<file path="config.mk">
export PLATFORM = sky130hd
export DESIGN_NAME = lsh_lane
export DESIGN_NICKNAME = d
export VERILOG_FILES = /design/src/rtl/lsh_pkg.sv /design/src/rtl/lsh_lane.sv
export SDC_FILE = /design/constraint.sdc
export NUM_CORES = 1
export LEC_CHECK = 0
export BUFFER_PORTS_ARGS = -buffer_cell sky130_fd_sc_hd__buf_2
export CAP_MARGIN = 20
export CORE_MARGIN = 10
export CORE_UTILIZATION = 30
export CTS_BUF_LIST = sky130_fd_sc_hd__clkbuf_4 sky130_fd_sc_hd__clkbuf_8 sky130_fd_sc_hd__clkbuf_16
export CTS_CLUSTER_DIAMETER = 100
export CTS_CLUSTER_SIZE = 10
export DETAILED_ROUTE_END_ITERATION = 16
export PLACE_DENSITY = 0.5
export SYNTH_ARGS = -nofsm -noshare
export SYNTH_HDL_FRONTEND = slang
export SYNTH_SLANG_ARGS = --single-unit
</file>
<file path="constraint.sdc">
create_clock -name clk_i -period 4.8 [get_ports clk_i]
set_input_delay 0.48 -clock clk_i [delete_from_list [all_inputs] [get_ports clk_i]]
set_output_delay 0.48 -clock clk_i [all_outputs]
set_load 0.05 [all_outputs]
</file>
<file path="src/rtl/lsh_pkg.sv">
// Shared types, widths and constants of the 3x3 Laplacian sharpening block.
// No dependencies; every other rtl file imports this package.
package lsh_pkg;

  localparam int CH_W       = 8;
  localparam int NCH        = 3;
  localparam int PIX_W      = CH_W * NCH;
  localparam int SUM_W      = 11;
  localparam int STR_W      = 6;
  localparam int SIDE_W     = 3;
  localparam int CTRW_W     = 6;
  localparam int PROD_W     = 14;
  localparam int WIDTH_W    = 11;
  localparam int HEIGHT_W   = 13;
  localparam int CNT_W      = 13;
  localparam int CFG_IDX_W  = 2;
  localparam int CFG_DATA_W = 13;

  // Reciprocal of nine as 57 / 512; exact floor for every 6-bit strength
  localparam int RECIP_9  = 57;
  localparam int RECIP_SH = 9;

  localparam logic [WIDTH_W-1:0]  WIDTH_RST  = 11'd1024;
  localparam logic [HEIGHT_W-1:0] HEIGHT_RST = 13'd682;
  localparam logic [STR_W-1:0]    STR_RST    = 6'd9;

  typedef enum logic [CFG_IDX_W-1:0] {
    CFG_WIDTH    = 2'd0,
    CFG_HEIGHT   = 2'd1,
    CFG_STRENGTH = 2'd2
  } cfg_idx_e;

  // Window taps of one item, reduced per channel, plus its control flags
  typedef struct packed {
    logic                       emit;
    logic                       last;
    logic [NCH-1:0][SUM_W-1:0]  nsum;
    logic [NCH-1:0][CH_W-1:0]   ctr;
  } taps_t;

  // Surround weight magnitude: floor(k / 9)
  function automatic logic [SIDE_W-1:0] side_weight(input logic [STR_W-1:0] k);
    logic [STR_W+6-1:0] p;
    p = (STR_W + 6)'(k) * (STR_W + 6)'(RECIP_9);
    return p[RECIP_SH +: SIDE_W];
  endfunction

  // Centre weight: 1 + floor(8k / 9)
  function automatic logic [CTRW_W-1:0] centre_weight(input logic [STR_W-1:0] k);
    logic [STR_W+9-1:0] p;
    logic [CTRW_W-1:0]  q;
    p = (STR_W + 9)'({k, 3'b000}) * (STR_W + 9)'(RECIP_9);
    q = p[RECIP_SH +: CTRW_W];
    return q + CTRW_W'(1);
  endfunction

endpackage

</file>
<file path="src/rtl/lsh_lane.sv">
// One colour channel: weight multiply stage and signed difference with clamp.
// Depends on lsh_pkg for widths; control valids are kept by the top level.
module lsh_lane (
  input  logic                         clk_i,
  input  logic                         load1_i,
  input  logic                         load2_i,
  input  logic [lsh_pkg::SUM_W-1:0]    nsum_i,
  input  logic [lsh_pkg::CH_W-1:0]     ctr_i,
  input  logic [lsh_pkg::SIDE_W-1:0]   side_w_i,
  input  logic [lsh_pkg::CTRW_W-1:0]   ctr_w_i,
  output logic [lsh_pkg::CH_W-1:0]     pix_o
);
  import lsh_pkg::*;

  logic [SUM_W-1:0]  nsum1_q;
  logic [CH_W-1:0]   ctr1_q;
  logic [PROD_W-1:0] pos2_q, neg2_q;
  logic signed [PROD_W:0] diff;

  // Capture taps
  always_ff @(posedge clk_i) begin
    if (load1_i) begin
      nsum1_q <= nsum_i;
      ctr1_q  <= ctr_i;
    end
  end

  // Apply centre and surround weights
  always_ff @(posedge clk_i) begin
    if (load2_i) begin
      pos2_q <= PROD_W'(ctr1_q) * PROD_W'(ctr_w_i);
      neg2_q <= PROD_W'(nsum1_q) * PROD_W'(side_w_i);
    end
  end

  // Subtract and clamp to the pixel range
  always_comb begin
    diff = $signed({1'b0, pos2_q}) - $signed({1'b0, neg2_q});
    if (diff < 0) begin
      pix_o = '0;
    end else if (diff > $signed((PROD_W + 1)'(255))) begin
      pix_o = '1;
    end else begin
      pix_o = diff[CH_W-1:0];
    end
  end

endmodule

</file>
======== After elaboration in Yosys (flattened, before gate mapping) ========
Index checks and enable logic that the tools add are counted.
storage, ports and cells
  register bits ........................... 47
  word-level logic and storage cells ...... 11
  input bits .............................. 31
  output and inout bits ................... 8
operators by class
  mux-type cells .......................... 2
  add/subtract/negate cells ............... 1
  multiply operators ...................... 2
  $lt $le $gt $ge ......................... 2
operators with widths
  operator                                              number
  two-way mux 8 bit                                     2
  > comparator 15 x 9 -> 1 bit (second input constant)  1
  < comparator 15 x 1 -> 1 bit (second input constant)  1
  subtractor 14 x 14 -> 15 bit                          1
  multiplier 11 x 3 -> 14 bit                           1
  multiplier 8 x 6 -> 14 bit                            1

======== Longest topological paths before layout ========
  word-level depth ........................ 4
  depth in mapped cells ................... 15
  mapped depth without buffers ............ 15

======== Worst setup path after synthesis ========
No wires, ideal clock.
  path type ............................... input-to-reg
  from .................................... in ctr_w_i[2] in the netlist's numbering
  to ...................................... reg pos2_q[13], data pin
  arrival ................................. 4.096 ns
  buffers on the path ..................... 0
  setup slack ............................. 0.546 ns
  required time ........................... 4.642 ns
  cell stages on the path ................. 14
  library setup time ...................... 0.158 ns
  cells stage by stage .................... and2_1 fa_1 inv_1 fa_1 fa_1 inv_1 ha_1 a21o_1 a21oi_1 nor2b_1 o21a_1 o41ai_4 or4b_2 o211ai_1
between the ends
  word-level cells in the longest chain between the ends .. 1
RTL lines
  item                        RTL line        RTL
  from (decl)                 lsh_lane.sv:10  input logic [lsh_pkg::CTRW_W-1:0] ctr_w_i,
  multiplier 8 x 6 -> 14 bit  lsh_lane.sv:31  pos2_q <= PROD_W'(ctr1_q) * PROD_W'(ctr_w_i);
  to (signal assigned)        lsh_lane.sv:31
  to (decl)                   lsh_lane.sv:17  logic [PROD_W-1:0] pos2_q, neg2_q;
No other way between the ends.
A chain may end at the register's enable or synchronous reset.

======== Final worst setup path ========
  from .................................... reg ctr1_q[3]
  to ...................................... reg pos2_q[13], data pin
between the ends
  word-level cells in the longest chain between the ends .. 1
RTL lines
  item                        RTL line        RTL
  from (decl)                 lsh_lane.sv:16  logic [CH_W-1:0] ctr1_q;
  from (signal assigned)      lsh_lane.sv:24  ctr1_q <= ctr_i;
  multiplier 8 x 6 -> 14 bit  lsh_lane.sv:31
No other way between the ends.

==> summary.md <==
| Metric | Value |
|---|---|
| FF+latch count, synth | 47 |
| FF-to-FF path depth | 14 |
| IO Pins | 39 |
| Core Rows | 44 |
| Detailed Routing Iterations Pass 1 | 4 |
| Overall power | 0.002263 W |
| Top area cells in the synthesized netlist | edfxtp_1 (31%), fa_1 (16%), ha_1 (14%) |
| Syn_area_per_cell | 10.09 um^2 |
| Simple-gate share of the synthesized area | 14.12% |
| Root Driver | clkbuf_16 |
| CP Max Fanout | 6 |
| H-tree levels | 2 |
| Hold WS | 0.3620 ns |
| TritonCTS buffer count | 5 |
| R2R Setup Slk | 0.28 ns |
| Final max-slew violation count | 0 |
| Register area share after synthesis | 31.35% |
| Slew HR | 58.01% |
| Final setup fails | 0 |
| YS warnings | 0 |
| RSZ-0062 raised after global routing | no |
| Clock-pin slew on the worst setup and hold paths | 0.07 ns |
| Clock sinks | 47 |
| Post-Synth Adder-Cell Area | 29.63% |
| Max Root-Sink Buffers | 2 |
| Largest family of logic cells by synthesized area | adder cells |
| Lkg Pwr | 2.313 nW |
| Worst Path Required | 4.92 ns |
| Final setup TNS | 0 ns |
| # nets final | 601 |
| Core Area | 14640 um^2 |
| Via Count | 3062 |
| Startpoint Class | register |
| Final period utilization | 94.20% |
| Number of global-route vias before repair | 3245 |
| WL final | 8732 um |
| Post-cts gate resize count | 0 |
| Setup crit end kind | register |
| Yosys top cell by area | edfxtp_1 |
| Hold path start | ctr_i[7] |
| Skew-Pair Late Insertion Delay | 0.29 ns |
| CTS tree | done |
| FMAX | 221.2 MHz |
| GP Congestion | 0.8360 |
| Status | complete, no violations |
| Ys async rst share | 0% |
| Mapped Area | 4502 um^2 |
| CP Launch Point | ctr1_q[3] |
| RR Startpoint | ctr1_q[3] |
| Endpoints failing hold | 0 |
| Placed standard-cell area | 4900 um^2 |
| Detailed Place HPWL | 7380 um |
| Initial antenna violation count | 0 |
| Mux cell area share after synthesis | 0.6948% |
| Hold buffer count at CTS | 0 |
| Ys flop type | edfxtp_1 |
| Clock skew | 0.005584 ns |
| Average wire per standard cell | 13.03 um |
| Global-route wire length before repair | 14930 um |
| Post-route core utilization | 34.45% |
| Fin area | 5045 um^2 |
| Gr usage total | 8.965% |
| Die area | 20310 um^2 |
| PD cells | 448.5 nW/um^2 |
| Area Overhead vs Synth | 12.06% |
| Post-Synth XOR/XNOR Area | 4.475% |
| Share of layout cells above drive strength 1 | 11.52% |
| Share of the synthesized area in the top cell type | 31.35% |
| Synth Net Count | 562 |
| Via/cell ratio | 4.570 |
| ANT nets after route | 0 |
| Critical R2R Capture | pos2_q[13] |
| Peak supply drop | 0.1491 mV |
| Netlist cell types | 43 |
| Post-synth EDFFs | 47 |
| Initial Util | 30.74% |
| # DRC | 0 |
| GRT overflow | 0 |
| Total setup buffers inserted after CTS | 0 |
| 1st-iter DRT viols | 133 |
| Hold Path Depth | 1 |
| Mapped Cells | 446 |
| IO Port Bufs | 38 |
| Hold Path Sink | ctr1_q[7] |
| Max-cap violation count | 0 |
| Post-synthesis compound-gate area fraction | 12.98% |
| ANT cells | 0 |
| Min Tclk post-route | 4.522 ns |
| HP Class | in -> reg |
| Die width | 142.5 um |
| Largest net degree at the start of global routing | 29 |
| Worst-Margin Slew | 0.6140 ns |
| Crit path DAT | 4.65 ns |
| CP Class | reg -> reg |
| Die H | 142.5 um |
stage by stage:
step                      setup WS (ns)  std cells
after floorplan                  0.5464        446
after global placement           0.2680        662
after detailed placement         0.1778        662
after CTS                        0.2575        670
after global routing            0.05750        670
final                            0.2785        670
logic make-up after synthesis:
kind of cell | after synthesis
muxes | 3
buffers and inverters | 81
xor gates and xnor gates | 23
adders and majority gates | 85
and+or+nand+nor | 126
AOI/OAI and AO/OA | 81
DFF | 47
worst max-delay path: stages, from the launching register on:
cell,delay (ns)
edfxtp_1,0.49
and2_1,0.23
fa_1,0.53
inv_1,0.05
fa_1,0.46
fa_1,0.55
inv_1,0.05
ha_1,0.32
a21o_1,0.17
a21oi_1,0.21
nor2b_1,0.07
o21a_1,0.22
o41ai_4,0.28
or4b_2,0.62
o211ai_1,0.13
sequential cells by signal, summed over array words and instances, names as in the netlist:
signal,cells
ctr1_q,8
neg2_q,14
nsum1_q,11
pos2_q,14
power by group:
group	total [W]	switching, W	internal, W
combinational	0.00132	0.000787	0.000529
clock	0.000341	0.000149	0.000192
sequential	0.000605	0.0000364	0.000569
total	0.00226	0.000973	0.00129
cell usage in the layout (no fill, tap or decap), types with 5 or more instances in the layout:
| cell type | n |
|---|---|
| xnor2_1 | 16 |
| clkbuf_16 | 5 |
| a21oi_1 | 21 |
| xor2_1 | 7 |
| nor3_1 | 7 |
| fa_1 | 36 |
| and2_1 | 39 |
| ha_1 | 49 |
| nand2b_1 | 5 |
| nor2_1 | 13 |
| a31oi_1 | 10 |
| nand2_1 | 44 |
| o21a_1 | 5 |
| o21ai_0 | 10 |
| a21o_1 | 7 |
| edfxtp_1 | 47 |
| inv_1 | 75 |
| buf_2 | 38 |
layer usage:
metal | part of all wire [%] | GRT usage (%)
met1 | 50 | 11.48
met2 | 46 | 15.08
met3 | 1.9 | 1.302
met4 | 1.7 | 3.094
met5 | 0 | 0
synthesized netlist by cell type, types with 3 or more instances:
cell,instances
ha_1,49
a21o_1,7
nand2_1,44
a2111oi_0,3
a31oi_1,10
clkbuf_1,6
xnor2_1,16
o21ai_0,10
fa_1,36
o211ai_1,4
nor2_1,13
nor2b_1,4
and2_1,39
xor2_1,7
edfxtp_1,47
inv_1,75
nor3_1,7
o21a_1,5
a21boi_0,3
nand2b_1,5
nand3_1,4
a21oi_1,21
nor4_1,3
worst max-delay path by stage:
| stage | slack [ns] | cells past startpoint | to |
|---|---|---|---|
| floorplan | 0.55 | 14 | pos2_q[13] |
| global placement | 0.27 | 15 | pos2_q[13] |
| detailed placement | 0.18 | 15 | pos2_q[13] |
| CTS | 0.26 | 14 | pos2_q[13] |
| global route | 0.06 | 14 | pos2_q[13] |
| finish | 0.28 | 14 | pos2_q[13] |
area by class of cell:
cell class / count / area [um^2]
clock buffer: 5 / 125.1
clock inverter: 3 / 20.02
fill: 1522 / 9599
inverter: 75 / 281.5
multi-input combinational: 318 / 2786
sequential: 47 / 1411
tap: 184 / 230.2
timing repair buffer: 38 / 190.2
(Power assumes the default switching activity.)
