**src/rtl/lsh_pkg.sv**
```systemverilog
// Shared types, widths and constants of the 3x3 Laplacian sharpening block.
// No dependencies; every other rtl file imports this package.
package lsh_pkg;

  localparam int CH_W       = 8;
  localparam int NCH        = 3;
  localparam int PIX_W      = CH_W * NCH;
  localparam int SUM_W      = 11;
  localparam int STR_W      = 6;
  localparam int SIDE_W     = 3;
  localparam int CTRW_W     = 6;
  localparam int PROD_W     = 14;
  localparam int WIDTH_W    = 11;
  localparam int HEIGHT_W   = 13;
  localparam int CNT_W      = 13;
  localparam int CFG_IDX_W  = 2;
  localparam int CFG_DATA_W = 13;

  // Reciprocal of nine as 57 / 512; exact floor for every 6-bit strength
  localparam int RECIP_9  = 57;
  localparam int RECIP_SH = 9;

  localparam logic [WIDTH_W-1:0]  WIDTH_RST  = 11'd1024;
  localparam logic [HEIGHT_W-1:0] HEIGHT_RST = 13'd682;
  localparam logic [STR_W-1:0]    STR_RST    = 6'd9;

  typedef enum logic [CFG_IDX_W-1:0] {
    CFG_WIDTH    = 2'd0,
    CFG_HEIGHT   = 2'd1,
    CFG_STRENGTH = 2'd2
  } cfg_idx_e;

  // Window taps of one item, reduced per channel, plus its control flags
  typedef struct packed {
    logic                       emit;
    logic                       last;
    logic [NCH-1:0][SUM_W-1:0]  nsum;
    logic [NCH-1:0][CH_W-1:0]   ctr;
  } taps_t;

  // Surround weight magnitude: floor(k / 9)
  function automatic logic [SIDE_W-1:0] side_weight(input logic [STR_W-1:0] k);
    logic [STR_W+6-1:0] p;
    p = (STR_W + 6)'(k) * (STR_W + 6)'(RECIP_9);
    return p[RECIP_SH +: SIDE_W];
  endfunction

  // Centre weight: 1 + floor(8k / 9)
  function automatic logic [CTRW_W-1:0] centre_weight(input logic [STR_W-1:0] k);
    logic [STR_W+9-1:0] p;
    logic [CTRW_W-1:0]  q;
    p = (STR_W + 9)'({k, 3'b000}) * (STR_W + 9)'(RECIP_9);
    q = p[RECIP_SH +: CTRW_W];
    return q + CTRW_W'(1);
  endfunction

endpackage

```
**src/rtl/lsh_merge.sv**
```systemverilog
// Output register: joins the three lane results and the frame-end flag into one item.
// Depends on lsh_pkg; gives the pipeline its advance condition.
module lsh_merge (
  input  logic                                 clk_i,
  input  logic                                 rst_ni,
  input  logic                                 valid_i,
  input  logic                                 last_i,
  input  logic [lsh_pkg::NCH-1:0][lsh_pkg::CH_W-1:0] pix_i,
  output logic                                 ready_o,
  output logic                                 out_valid_o,
  input  logic                                 out_ready_i,
  output logic [lsh_pkg::CH_W-1:0]             out_blue_o,
  output logic [lsh_pkg::CH_W-1:0]             out_green_o,
  output logic [lsh_pkg::CH_W-1:0]             out_red_o,
  output logic                                 frame_end_o
);
  import lsh_pkg::*;

  logic                      valid_q;
  logic                      last_q;
  logic [NCH-1:0][CH_W-1:0]  pix_q;

  assign ready_o = !valid_q || out_ready_i;

  always_ff @(posedge clk_i or negedge rst_ni) begin
    if (!rst_ni) begin
      valid_q <= 1'b0;
    end else if (ready_o) begin
      valid_q <= valid_i;
    end
  end

  // Hold payload while the receiver stalls
  always_ff @(posedge clk_i) begin
    if (ready_o) begin
      last_q <= last_i;
      pix_q  <= pix_i;
    end
  end

  assign out_valid_o = valid_q;
  assign out_blue_o  = pix_q[0];
  assign out_green_o = pix_q[1];
  assign out_red_o   = pix_q[2];
  assign frame_end_o = last_q;

endmodule

```
**config.mk**
```make
export PLATFORM = sky130hd
export DESIGN_NAME = lsh_merge
export DESIGN_NICKNAME = d
export VERILOG_FILES = /design/src/rtl/lsh_pkg.sv /design/src/rtl/lsh_merge.sv
export SDC_FILE = /design/constraint.sdc
export NUM_CORES = 1
export LEC_CHECK = 0
export BUFFER_PORTS_ARGS = -buffer_cell sky130_fd_sc_hd__buf_4
export CAP_MARGIN = 20
export CORE_UTILIZATION = 41
export DETAILED_ROUTE_END_ITERATION = 12
export HOLD_SLACK_MARGIN = 0.15
export PLACE_DENSITY = 0.89
export SYNTH_ARGS = -nofsm -noshare
export SYNTH_HDL_FRONTEND = slang
export SYNTH_SLANG_ARGS = --single-unit
```
**constraint.sdc**
```tcl
create_clock -name clk_i -period 2.04 [get_ports clk_i]
set_input_delay 0.612 -clock clk_i [delete_from_list [all_inputs] [get_ports clk_i]]
set_output_delay 0.612 -clock clk_i [all_outputs]
set_load 0.01 [all_outputs]
```
# Word level (Yosys, flattened, before mapping)
# Cells that the tools add are included.
# totals
ff_bits,26
out_inout_bits,27
in_bits,29
elab_cells,7
# classes
n_reduce_logical,2
# op_table
op,n
$logic_not 1->1,1
$logic_or 1x1->1,1

# Logic depth before layout (Yosys ltp)
# Gate-level depths: netlist (run 1).
# logic_depth
depth_word,2
ltp_mapped,2
depth_no_buf,2

# Worst setup path after synthesis (run 1)
# No wires, ideal clock.
# synth_path
path_kind,input to output
startpoint,input out_ready_i
endpoint,output ready_o
stages,1
arrival_time_ps,897
t_required_ps,1428
setup_slack_ps,531
n_path_buf,0
cell_sequence,nand2b_4
# synth_between
elab_chain_cells,1
# synth_lines
element,line,source
start: declaration,lsh_merge.sv:11,"input logic out_ready_i,"
$logic_or 1x1->1,lsh_merge.sv:23,assign ready_o = !valid_q || out_ready_i;
end: declaration,lsh_merge.sv:9,"output logic ready_o,"
# No other way between the ends.

# Worst setup path in the final report (run 1)
# Ends and elaborated chain as after synthesis.

==> out/qor.txt, run 1 <==
status = finished clean
P_leak = 0.5617 nW
syn_nets = 57
CP Capture Type = primary output
initial antenna violation count = 0
Antenna Violating Nets Remaining = 0
sequential area share after synthesis = 0.9718
fin crit period = 1.598 ns
Non-Filler Instances = 114
R2R Setup Slk = 0.90 ns
period utilisation layout = 0.7832
total global routing overflow = 0
synth-to-layout area growth = 61.13%
Worst path slowest cell = buf_4
cell row count = 15
Iter 0 DRT Violations = 7
critical path buffer and inverter count = 2
crit path cell chain = buf_4 > nand2b_4 > buf_4
CTS tree = done
IO Pins = 56
layout cells sized above 1 = 0.6854
# setup viols final = 0
Net Sw Frac = 0.2023
WP data arrival = 0.99 ns
post-DR vias/cell = 4.386
Synth Cell Area = 798.3 µm²
Clock Pin Slew Worst Setup and Hold Paths = 0.13 ns
Total Nets Final = 119
Die Area = 0.002128 mm²
Max clock buf depth = 2
Max VDD drop = 482.8 µV
CP most frequent cell = buf_4
slowest stage delay, CP = 0.14 ns
Avg Inst Size Synth = 28.51 µm²
yosys warns = 0
Post-Route WL = 1547 µm
Initial Util = 0.4477
drt wl/cell = 13.57 µm
core area = 0.001783 mm²
HP Class = in2reg
top cell type's share of synthesized area = 0.9404
Yosys cell types = 4
total track usage = 0.1606
Max Slew Vio Count = 0
largest net degree at the start of global routing = 27
FF-to-FF path depth = 2
critical path peak fanout = 2
setup TNS = 0 ns
Startpoint Class = input port
gpl congestion = 0.6391
endpoints failing hold = 0
most common cell after layout, fill and taps aside = buf_4
port buffer count = 55
Critical Path RT = 1.43 ns
unrepaired setup endpoints after global routing = no
fmax = 625.9 MHz
crit path to = ready_o
first-pass GRT wire length = 2145 µm
delay-heaviest family, CP = buffers and inverters
Antenna diodes = 0
chip width = 46.13 µm
Crit Reg-Reg Startpoint = out_valid_o
placed insts = 109
Syn Inst Count = 28
Die H = 46.13 µm
critical path start-end classification = in2out
# DRC = 0
Internal = 781.9 µW
power per cell area = 762.1 mW/mm²
CTS sink cnt = 26
P_sw = 198.3 µW
sequential power share = 0.653
number of cells on the critical path = 3
Clk Latency, worst-skew pair = 0.31 ns
Num CTS Buffers = 3
skew final = 0.007233 ns
cell taking the most area after synthesis = edfxtp_1
CTS root buf = clkbuf_4
Worst slew margin = 0.7872
Synth Register Bits = 26
vias in the first global route = 473
number of H-tree levels = 1
Worst Setup SP = out_ready_i
Vias = 500
clock power share = 0.209
maxcap violations = 0
largest cells by area after synthesis = edfxtp_1 (94%), dfrtp_1 (3.1%), nand2b_4 (1.7%), nand2b_2 (1.1%)
Worst-Margin Slew = 0.3192 ns
commonest cells after routing, fill and taps aside = buf_4 (56), edfxtp_1 (25), clkbuf_4 (3)
postcts setup bufs = 0
Pre-antenna DRT Iters = 4
RR Endpoint = out_red_o[2]
Logic pwr share = 0.138
[routing by layer]
metal / wire, µm / GRT usage
met1: 507 / 0.1467
met2: 893 / 0.3070
met3: 135 / 0.05882
met4: 9 / 0.07059
met5: 0 / 0
[power by group through the flow]
stage	clock network, mW	registers [mW]	logic, mW
6_report	0.205	0.640	0.135
4_1_cts	0.214	0.641	0.137
2_1_floorplan	0	0.672	0.0136
3_3_place_gp	0	0.651	0.132
3_5_place_dp	0	0.653	0.136
5_1_grt	0.229	0.644	0.145
[how the worst min path moves through the flow]
stage	from	to	slack (ns)	cells past startpoint
2_1_floorplan	rst_ni	out_valid_o	0.32	0
3_5_place_dp	rst_ni	out_valid_o	0.39	1
5_1_grt	pix_i[21]	out_red_o[5]	0.45	1
3_3_place_gp	rst_ni	out_valid_o	0.39	1
6_report	pix_i[5]	out_blue_o[5]	0.47	1
4_1_cts	pix_i[5]	out_blue_o[5]	0.46	1
[registers in the layout, summed over array words and instances (netlist names)]
register and flops:
out_red_o 8, out_valid_o 1, out_blue_o 8, out_green_o 8, frame_end_o 1
[cell type report]
| type | count | area [µm²] |
|---|---|---|
| repair buffers | 57 | 430.4 |
| flip-flops and latches | 26 | 775.7 |
| clock buffers | 3 | 22.52 |
| fillers | 128 | 496.7 |
| well taps | 25 | 31.28 |
| clock inverters | 1 | 3.754 |
| multi-input cells | 2 | 22.52 |
[synth_stat cells]
master and count:
nand2b_2 1, edfxtp_1 25, nand2b_4 1, dfrtp_1 1
[per-stage QoR]
step | hold WS (ns) | area (µm²) | worst slack, ns | util | total power, mW
after detailed placement | 0.3886 | 1250 | 0.4396 | 0.7011 | 0.7890
after global routing | 0.4457 | 1286 | 0.4322 | 0.7214 | 1.019
after floorplan | 0.3164 | 798.3 | 0.5312 | - | 0.6857
final | 0.4720 | 1286 | 0.4422 | 0.7214 | 0.9802
after global placement | 0.3883 | 1250 | 0.4494 | 0.7011 | 0.7825
after CTS | 0.4632 | 1286 | 0.4396 | 0.7214 | 0.9918
[worst reg2reg max path, cell delays in order (launching register included)]
cell and delay [ns]:
dfrtp_1 0.43, nand2b_4 0.08, buf_4 0.31
[kinds of logic after synthesis]
family,count (synthesis),synth area share
flops,26,0.9718
simple gates,2,0.02821
[timing repair]
item                      CTS  global route
hold buffers                1             0
gates resized for setup     0             0
hold endpoints to repair    1             0
Power figures use the tool's default switching activity.
==> run 2: changes to the inputs <==
ABC_AREA = 1   (was not set)
CORE_UTILIZATION = 35   (was 41)
PLACE_DENSITY = 0.82   (was 0.89)
clock period = 1.4 ns   (was 2.04 ns; I/O delays follow)
==> run 2 against run 1 <==
Synthesized area is 0.31% lower. Die area is 16% higher. Routed wire length is 14% lower. Sequential power is 45% higher. Utilization is 8.8 points lower. Register-to-register slack worse by 0.50 ns. Power is 46% higher. Design area is 0.58% higher. Global-route usage is 4.0 points lower.
==> out/qor.txt, run 2 <==
WHS Path Cells = 1 (unchanged)
largest cells by area after synthesis = edfxtp_1 (94%), dfrtp_1 (3.1%), nand2_2 (1.6%), inv_1 (0.94%) (was edfxtp_1 (94%), dfrtp_1 (3.1%), nand2b_4 (1.7%), nand2b_2 (1.1%))
most common cell in the netlist = edfxtp_1 (unchanged)
Synth Register Bits = 26 (unchanged)
Non-Filler Instances = 119 (was 114)
Post-Route WL = 1327 µm (was 1547 µm)
maxcap violations = 0 (unchanged)
gpl congestion = 0.6431 (was 0.6391)
power per cell area = 1106 mW/mm² (was 762.1 mW/mm²)
Antenna Violating Nets Remaining = 0 (unchanged)
fin crit period = 1.344 ns
port buffer count = 55 (unchanged)
Synth top cells by count = edfxtp_1 (25), inv_1 (2), nand2_2 (2), dfrtp_1 (1) (was edfxtp_1 (25), dfrtp_1 (1), nand2b_2 (1), nand2b_4 (1))
post-DR vias/cell = 4.092 (was 4.386)
Crit Reg-Reg Startpoint = out_valid_o (unchanged)
Fill cells = 154 (was 128)
Vias = 487 (was 500)
Clk Latency, worst-skew pair = 0.30 ns (was 0.31 ns)
endpoints failing hold = 0 (unchanged)
# DRC = 0 (unchanged)
total global routing overflow = 0 (unchanged)
largest net degree at the start of global routing = 15 (was 27)
commonest cells after routing, fill and taps aside = buf_4 (57), edfxtp_1 (25), clkbuf_4 (3) (was buf_4 (56), edfxtp_1 (25), clkbuf_4 (3))
HP Class = in2reg (unchanged)
crit path cell chain = nand2_2 > buf_4 (was buf_4 > nand2b_4 > buf_4)
slowest stage delay, CP = 0.42 ns (was 0.14 ns)
Worst Hold End = out_blue_o[3] (was out_blue_o[5])
critical path buffer and inverter count = 1 (was 2)
Pre-antenna DRT Iters = 2 (was 4)
IO Pins = 56 (unchanged)
delay-heaviest family, CP = flip-flops (was buffers and inverters)
R2R Setup Slk = 0.40 ns (was 0.90 ns)
yosys warns = 0 (unchanged)
most common cell after layout, fill and taps aside = buf_4 (unchanged)
async set or reset register ratio after synthesis = 0.03846 (unchanged)
Synth Flop Type = edfxtp_1 (unchanged)
total track usage = 0.1211 (was 0.1606)
Iter 0 DRT Violations = 3 (was 7)
status = finished clean (unchanged)
Initial Util = 0.3897 (was 0.4477)
number of H-tree levels = 1 (unchanged)
cell row count = 16 (was 15)
Max VDD drop = 712.5 µV (was 482.8 µV)
setup TNS = 0 ns (unchanged)
unrepaired setup endpoints after global routing = no (unchanged)
Total Nets Final = 122 (was 119)
Antenna diodes = 0 (unchanged)
vias in the first global route = 491 (was 473)
WP data arrival = 0.92 ns (was 0.99 ns)
Startpoint Class = flip-flop (was input port)
Synth Cell Area = 795.8 µm² (was 798.3 µm²)
CTS root buf = clkbuf_4 (unchanged)
sequential area share after synthesis = 0.9748 (was 0.9718)
first-pass GRT wire length = 2090 µm (was 2145 µm)
CTS sink cnt = 26 (unchanged)
Worst slew margin = 0.8881 (was 0.7872)
P_leak = 0.5710 nW (was 0.5617 nW)
Yosys cell types = 4 (unchanged)
Worst-Margin Slew = 0.1679 ns (was 0.3192 ns)
period utilisation layout = 0.9601
Syn Inst Count = 30 (was 28)
critical path start-end classification = reg2out (was in2out)
Critical Path RT = 0.98 ns (was 1.43 ns)
Die Area = 0.002468 mm² (was 0.002128 mm²)
post-CTS resize count = 0 (unchanged)
Post-CTS Hold Buffers = 1 (unchanged)
HP Start = pix_i[3] (was pix_i[5])
Num CTS Buffers = 3 (unchanged)
HPWL after detailed placement = 1031 µm
fmax = 744.0 MHz
Max Slew Vio Count = 0 (unchanged)
FF-to-FF path depth = 2 (unchanged)
Avg Inst Size Synth = 26.53 µm² (was 28.51 µm²)
Die H = 49.68 µm (was 46.13 µm)
initial antenna violation count = 0 (unchanged)
placed insts = 114 (was 109)
skew final = 0.007056 ns (was 0.007233 ns)
Clock Pin Slew Worst Setup and Hold Paths = 0.13 ns (about the same)
postcts setup bufs = 0 (unchanged)
CTS tree = done (unchanged)
core area = 0.002042 mm² (was 0.001783 mm²)
syn_nets = 59 (was 57)
RR Endpoint = out_blue_o[5] (was out_red_o[2])
layout cells sized above 1 = 0.6739 (was 0.6854)
Worst path slowest cell = dfrtp_1 (was buf_4)
number of synthesized flops with an enable pin = 25 (unchanged)
critical path peak fanout = 3 (was 2)
Max clock buf depth = 2 (unchanged)
synth-to-layout area growth = 62.58% (was 61.13%)
CP Capture Type = primary output (unchanged)
drt wl/cell = 11.15 µm (was 13.57 µm)
chip width = 49.68 µm (was 46.13 µm)
cell taking the most area after synthesis = edfxtp_1 (unchanged)
Power Total = 1.431 mW (was 980.2 µW)
top cell type's share of synthesized area = 0.9434 (was 0.9404)
# setup viols final = 0 (unchanged)
## run 2: changes by cell type after synthesis
cell	before	now
nand2b_4	1	0
inv_1	0	2
nand2b_2	1	0
nand2_2	0	2
## run 2: cells by family after synthesis
family        count (synthesis)  synth area share
flops                        26            0.9748
simple gates                  2           0.01572
buf+inv                       2          0.009437
## run 2: per-stage QoR
| step | worst slack (ns) | utilization | area [µm²] | hold WS (ns) |
|---|---|---|---|---|
| after floorplan | 0.1590 | - | 795.8 | 0.1244 |
| after global placement | 0.2112 | 0.6158 | 1257 | 0.1955 |
| after detailed placement | 0.1972 | 0.6158 | 1257 | 0.1957 |
| after CTS | 0.05377 | 0.6336 | 1294 | 0.2767 |
| after global routing | 0.01706 | 0.6336 | 1294 | 0.2543 |
| final | 0.05583 | 0.6336 | 1294 | 0.2812 |
## run 2: final cells by class
type,instances,area (µm²),share of cell area
clock buffers,4,26.28,0.02031
inverters,2,7.507,0.005803
multi-input cells,2,12.51,0.009671
flip-flops and latches,26,775.7,0.5996
well taps,27,33.78,0.02611
repair buffers,58,437.9,0.3385
## run 2: how the worst max path moves through the flow
stage / end / slack [ns] / from / cells past startpoint
CTS: ready_o / 0.05 / out_valid_o / 2
floorplan: ready_o / 0.16 / out_ready_i / 2
finish: ready_o / 0.06 / out_valid_o / 2
global route: ready_o / 0.02 / out_valid_o / 2
global placement: ready_o / 0.21 / out_ready_i / 4
detailed placement: ready_o / 0.20 / out_ready_i / 4
## run 2: routing by layer
layer	GRT usage	up-vias	wire, µm
met4	0.08571	0	16
li1	-	236	-
met5	0	-	0
met2	0.1734	41	601
met1	0.1408	208	503
met3	0.05864	2	205
## run 2: power by group
part | switching [mW] | internal [mW]
Sequential | 0.0149 | 0.916
Clock | 0.192 | 0.111
Combinational | 0.0779 | 0.120
Total | 0.285 | 1.15
## run 2: worst reg2reg max path, stage by stage (launching register included)
cell and delay [ns]:
dfrtp_1 0.42, nand2_2 0.09, buf_4 0.21
==> run 3: changes to the inputs <==
CORE_MARGIN = 4   (was not set)
CTS_BUF_LIST = sky130_fd_sc_hd__clkbuf_4 sky130_fd_sc_hd__clkbuf_8 sky130_fd_sc_hd__clkbuf_16   (was not set)
==> run 3 against run 2 <==
Register-to-register slack worse by 0.11 ns. Routed wire length up 16%. Utilization down 2.5 points. Largest cell class unchanged. First-iteration DRC count rose to 4.0 times the previous value. Sequential share of layout area down 1.7 points. Clock skew up 0.0032 ns. Global-route usage down 1.7 points. Critical path depth unchanged. Largest power group unchanged. Via count up 4.9%. Combinational power up 3%.
==> out/qor.txt, run 3 (synthesis gave the netlist of run 2 again) <==
HP Class = in2reg (unchanged)
status = finished clean (unchanged)
Worst path slowest cell = dfrtp_1 (unchanged)
gpl congestion = 0.6891 (was 0.6431)
IO Pins = 56 (unchanged)
maxcap violations = 0 (unchanged)
CTS tree = done (unchanged)
chip width = 55.68 µm (was 49.68 µm)
Max Slew Vio Count = 0 (unchanged)
fin crit period = 1.339 ns (was 1.344 ns)
Antenna Violating Nets Remaining = 0 (unchanged)
skew final = 0.01022 ns (was 0.007056 ns)
clock power share = 0.299 (was 0.211)
Initial Util = 0.3632 (was 0.3897)
Antenna diodes = 0 (unchanged)
slowest stage delay, CP = 0.41 ns (was 0.42 ns)
CTS sink cnt = 26 (unchanged)
period utilisation layout = 0.9567 (was 0.9601)
# setup viols final = 0 (unchanged)
Max clock buf depth = 2 (unchanged)
Max VDD drop = 583.4 µV (was 712.5 µV)
pre-CTS WS = 0.1798 ns (was 0.1972 ns)
Clk Latency, worst-skew pair = 0.31 ns (was 0.30 ns)
commonest cells after routing, fill and taps aside = buf_4 (57), edfxtp_1 (25), clkbuf_4 (3) (unchanged)
number of H-tree levels = 1 (unchanged)
WP data arrival = 0.92 ns (about the same)
crit path cell chain = nand2_2 > buf_6 (was nand2_2 > buf_4)
post-layout util = 0.6082 (was 0.6336)
total global routing overflow = 0 (unchanged)
Internal = 1.328 mW (was 1.146 mW)
Num CTS Buffers = 3 (unchanged)
Worst slew margin = 0.8856 (was 0.8881)
unrepaired setup endpoints after global routing = no (unchanged)
Critical Path RT = 0.98 ns (about the same)
setup TNS = 0 ns (unchanged)
core area = 0.002191 mm² (was 0.002042 mm²)
P_leak = 0.5899 nW (was 0.5710 nW)
critical path peak fanout = 3 (unchanged)
total track usage = 0.1040 (was 0.1211)
endpoints failing hold = 0 (unchanged)
port buffer count = 55 (unchanged)
synth-to-layout area growth = 67.45% (was 62.58%)
critical path buffer and inverter count = 1 (unchanged)
Logic pwr share = 0.126 (was 0.138)
Die Area = 0.003100 mm² (was 0.002468 mm²)
fmax = 746.6 MHz (was 744.0 MHz)
Die H = 55.68 µm (was 49.68 µm)
CP Capture Type = primary output (unchanged)
Clock Pin Slew Worst Setup and Hold Paths = 0.13 ns (about the same)
Net Sw Frac = 0.1791 (was 0.1989)
critical path start-end classification = reg2out (unchanged)
layout cells sized above 1 = 0.6882 (was 0.6739)
initial antenna violation count = 0 (unchanged)
power per cell area = 1214 mW/mm² (was 1106 mW/mm²)
Pre-antenna DRT Iters = 3 (was 2)
Total Nets Final = 123 (was 122)
most common cell after layout, fill and taps aside = buf_4 (unchanged)
Post-Route WL = 1544 µm (was 1327 µm)
Non-Filler Instances = 121 (was 119)
vias in the first global route = 528 (was 491)
P_sw = 289.8 µW (was 284.5 µW)
drt wl/cell = 12.76 µm (was 11.15 µm)
final setup margin = 0.06065 ns (was 0.05583 ns)
CTS root buf = clkbuf_4 (unchanged)
cell row count = 17 (was 16)
delay-heaviest family, CP = flip-flops (unchanged)
Vias = 511 (was 487)
sequential power share = 0.575 (was 0.650)
post-DR vias/cell = 4.223 (was 4.092)
Worst-Margin Slew = 0.1716 ns (was 0.1679 ns)
Startpoint Class = flip-flop (unchanged)
largest net degree at the start of global routing = 16 (was 15)
first-pass GRT wire length = 2421 µm (was 2090 µm)
placed insts = 115 (was 114)
Iter 0 DRT Violations = 12 (was 3)
# DRC = 0 (unchanged)
-- run 3: layout make-up --
type | instances | area (µm²)
fillers | 176 | 858.3
flip-flops and latches | 26 | 775.7
repair buffers | 59 | 449.2
well taps | 28 | 35.03
clock inverters | 1 | 30.03
clock buffers | 3 | 22.52
multi-input cells | 2 | 12.51
inverters | 2 | 7.507
-- run 3: stage by stage --
step / power (mW) / hold WS, ns / area, µm²
floorplan: 0.9976 / 0.1244 / 795.8
global placement: 1.144 / 0.1993 / 1259
detailed placement: 1.150 / 0.1987 / 1259
CTS: 1.633 / 0.2685 / 1321
global route: 1.703 / 0.2337 / 1333
finish: 1.618 / 0.2786 / 1333
-- run 3: timing repair --
action	CTS	global route
hold buffers	1	0
resized for setup	0	1
setup buffers	0	1
setup endpoints to repair	0	1
hold endpoints to repair	1	0
-- run 3: layer usage --
metal | vias to the layer above | GRT usage | share of wire
met2 | 33 | 0.1757 | 0.52
li1 | 240 | - | -
met4 | 0 | 0.05208 | 0.0084
met3 | 2 | 0.04872 | 0.12
met5 | - | 0 | 0
met1 | 236 | 0.1074 | 0.35
-- run 3: power by group through the flow --
| stage | Clock, mW | Sequential [mW] | Combinational [mW] |
|---|---|---|---|
| 2_1_floorplan | 0 | 0.979 | 0.0187 |
| 3_3_place_gp | 0 | 0.946 | 0.198 |
| 3_5_place_dp | 0 | 0.950 | 0.201 |
| 4_1_cts | 0.498 | 0.932 | 0.203 |
| 5_1_grt | 0.548 | 0.936 | 0.219 |
| 6_report | 0.483 | 0.931 | 0.204 |
-- run 3: final timing paths --
| check | end | slack (ns) | startpoint | cells after the start |
|---|---|---|---|---|
| min in group asynchronous | out_valid_o | 0.41 | rst_ni | 2 |
| worst max-delay path | ready_o | 0.06 | out_valid_o | 2 |
| worst min-delay path | out_red_o[7] | 0.28 | pix_i[23] | 1 |
| max in group asynchronous | out_valid_o | 0.91 | rst_ni | 2 |
| worst max register to register | out_blue_o[0] | 0.29 | out_valid_o | 3 |
| worst min register to register | out_valid_o | 0.74 | out_valid_o | 3 |
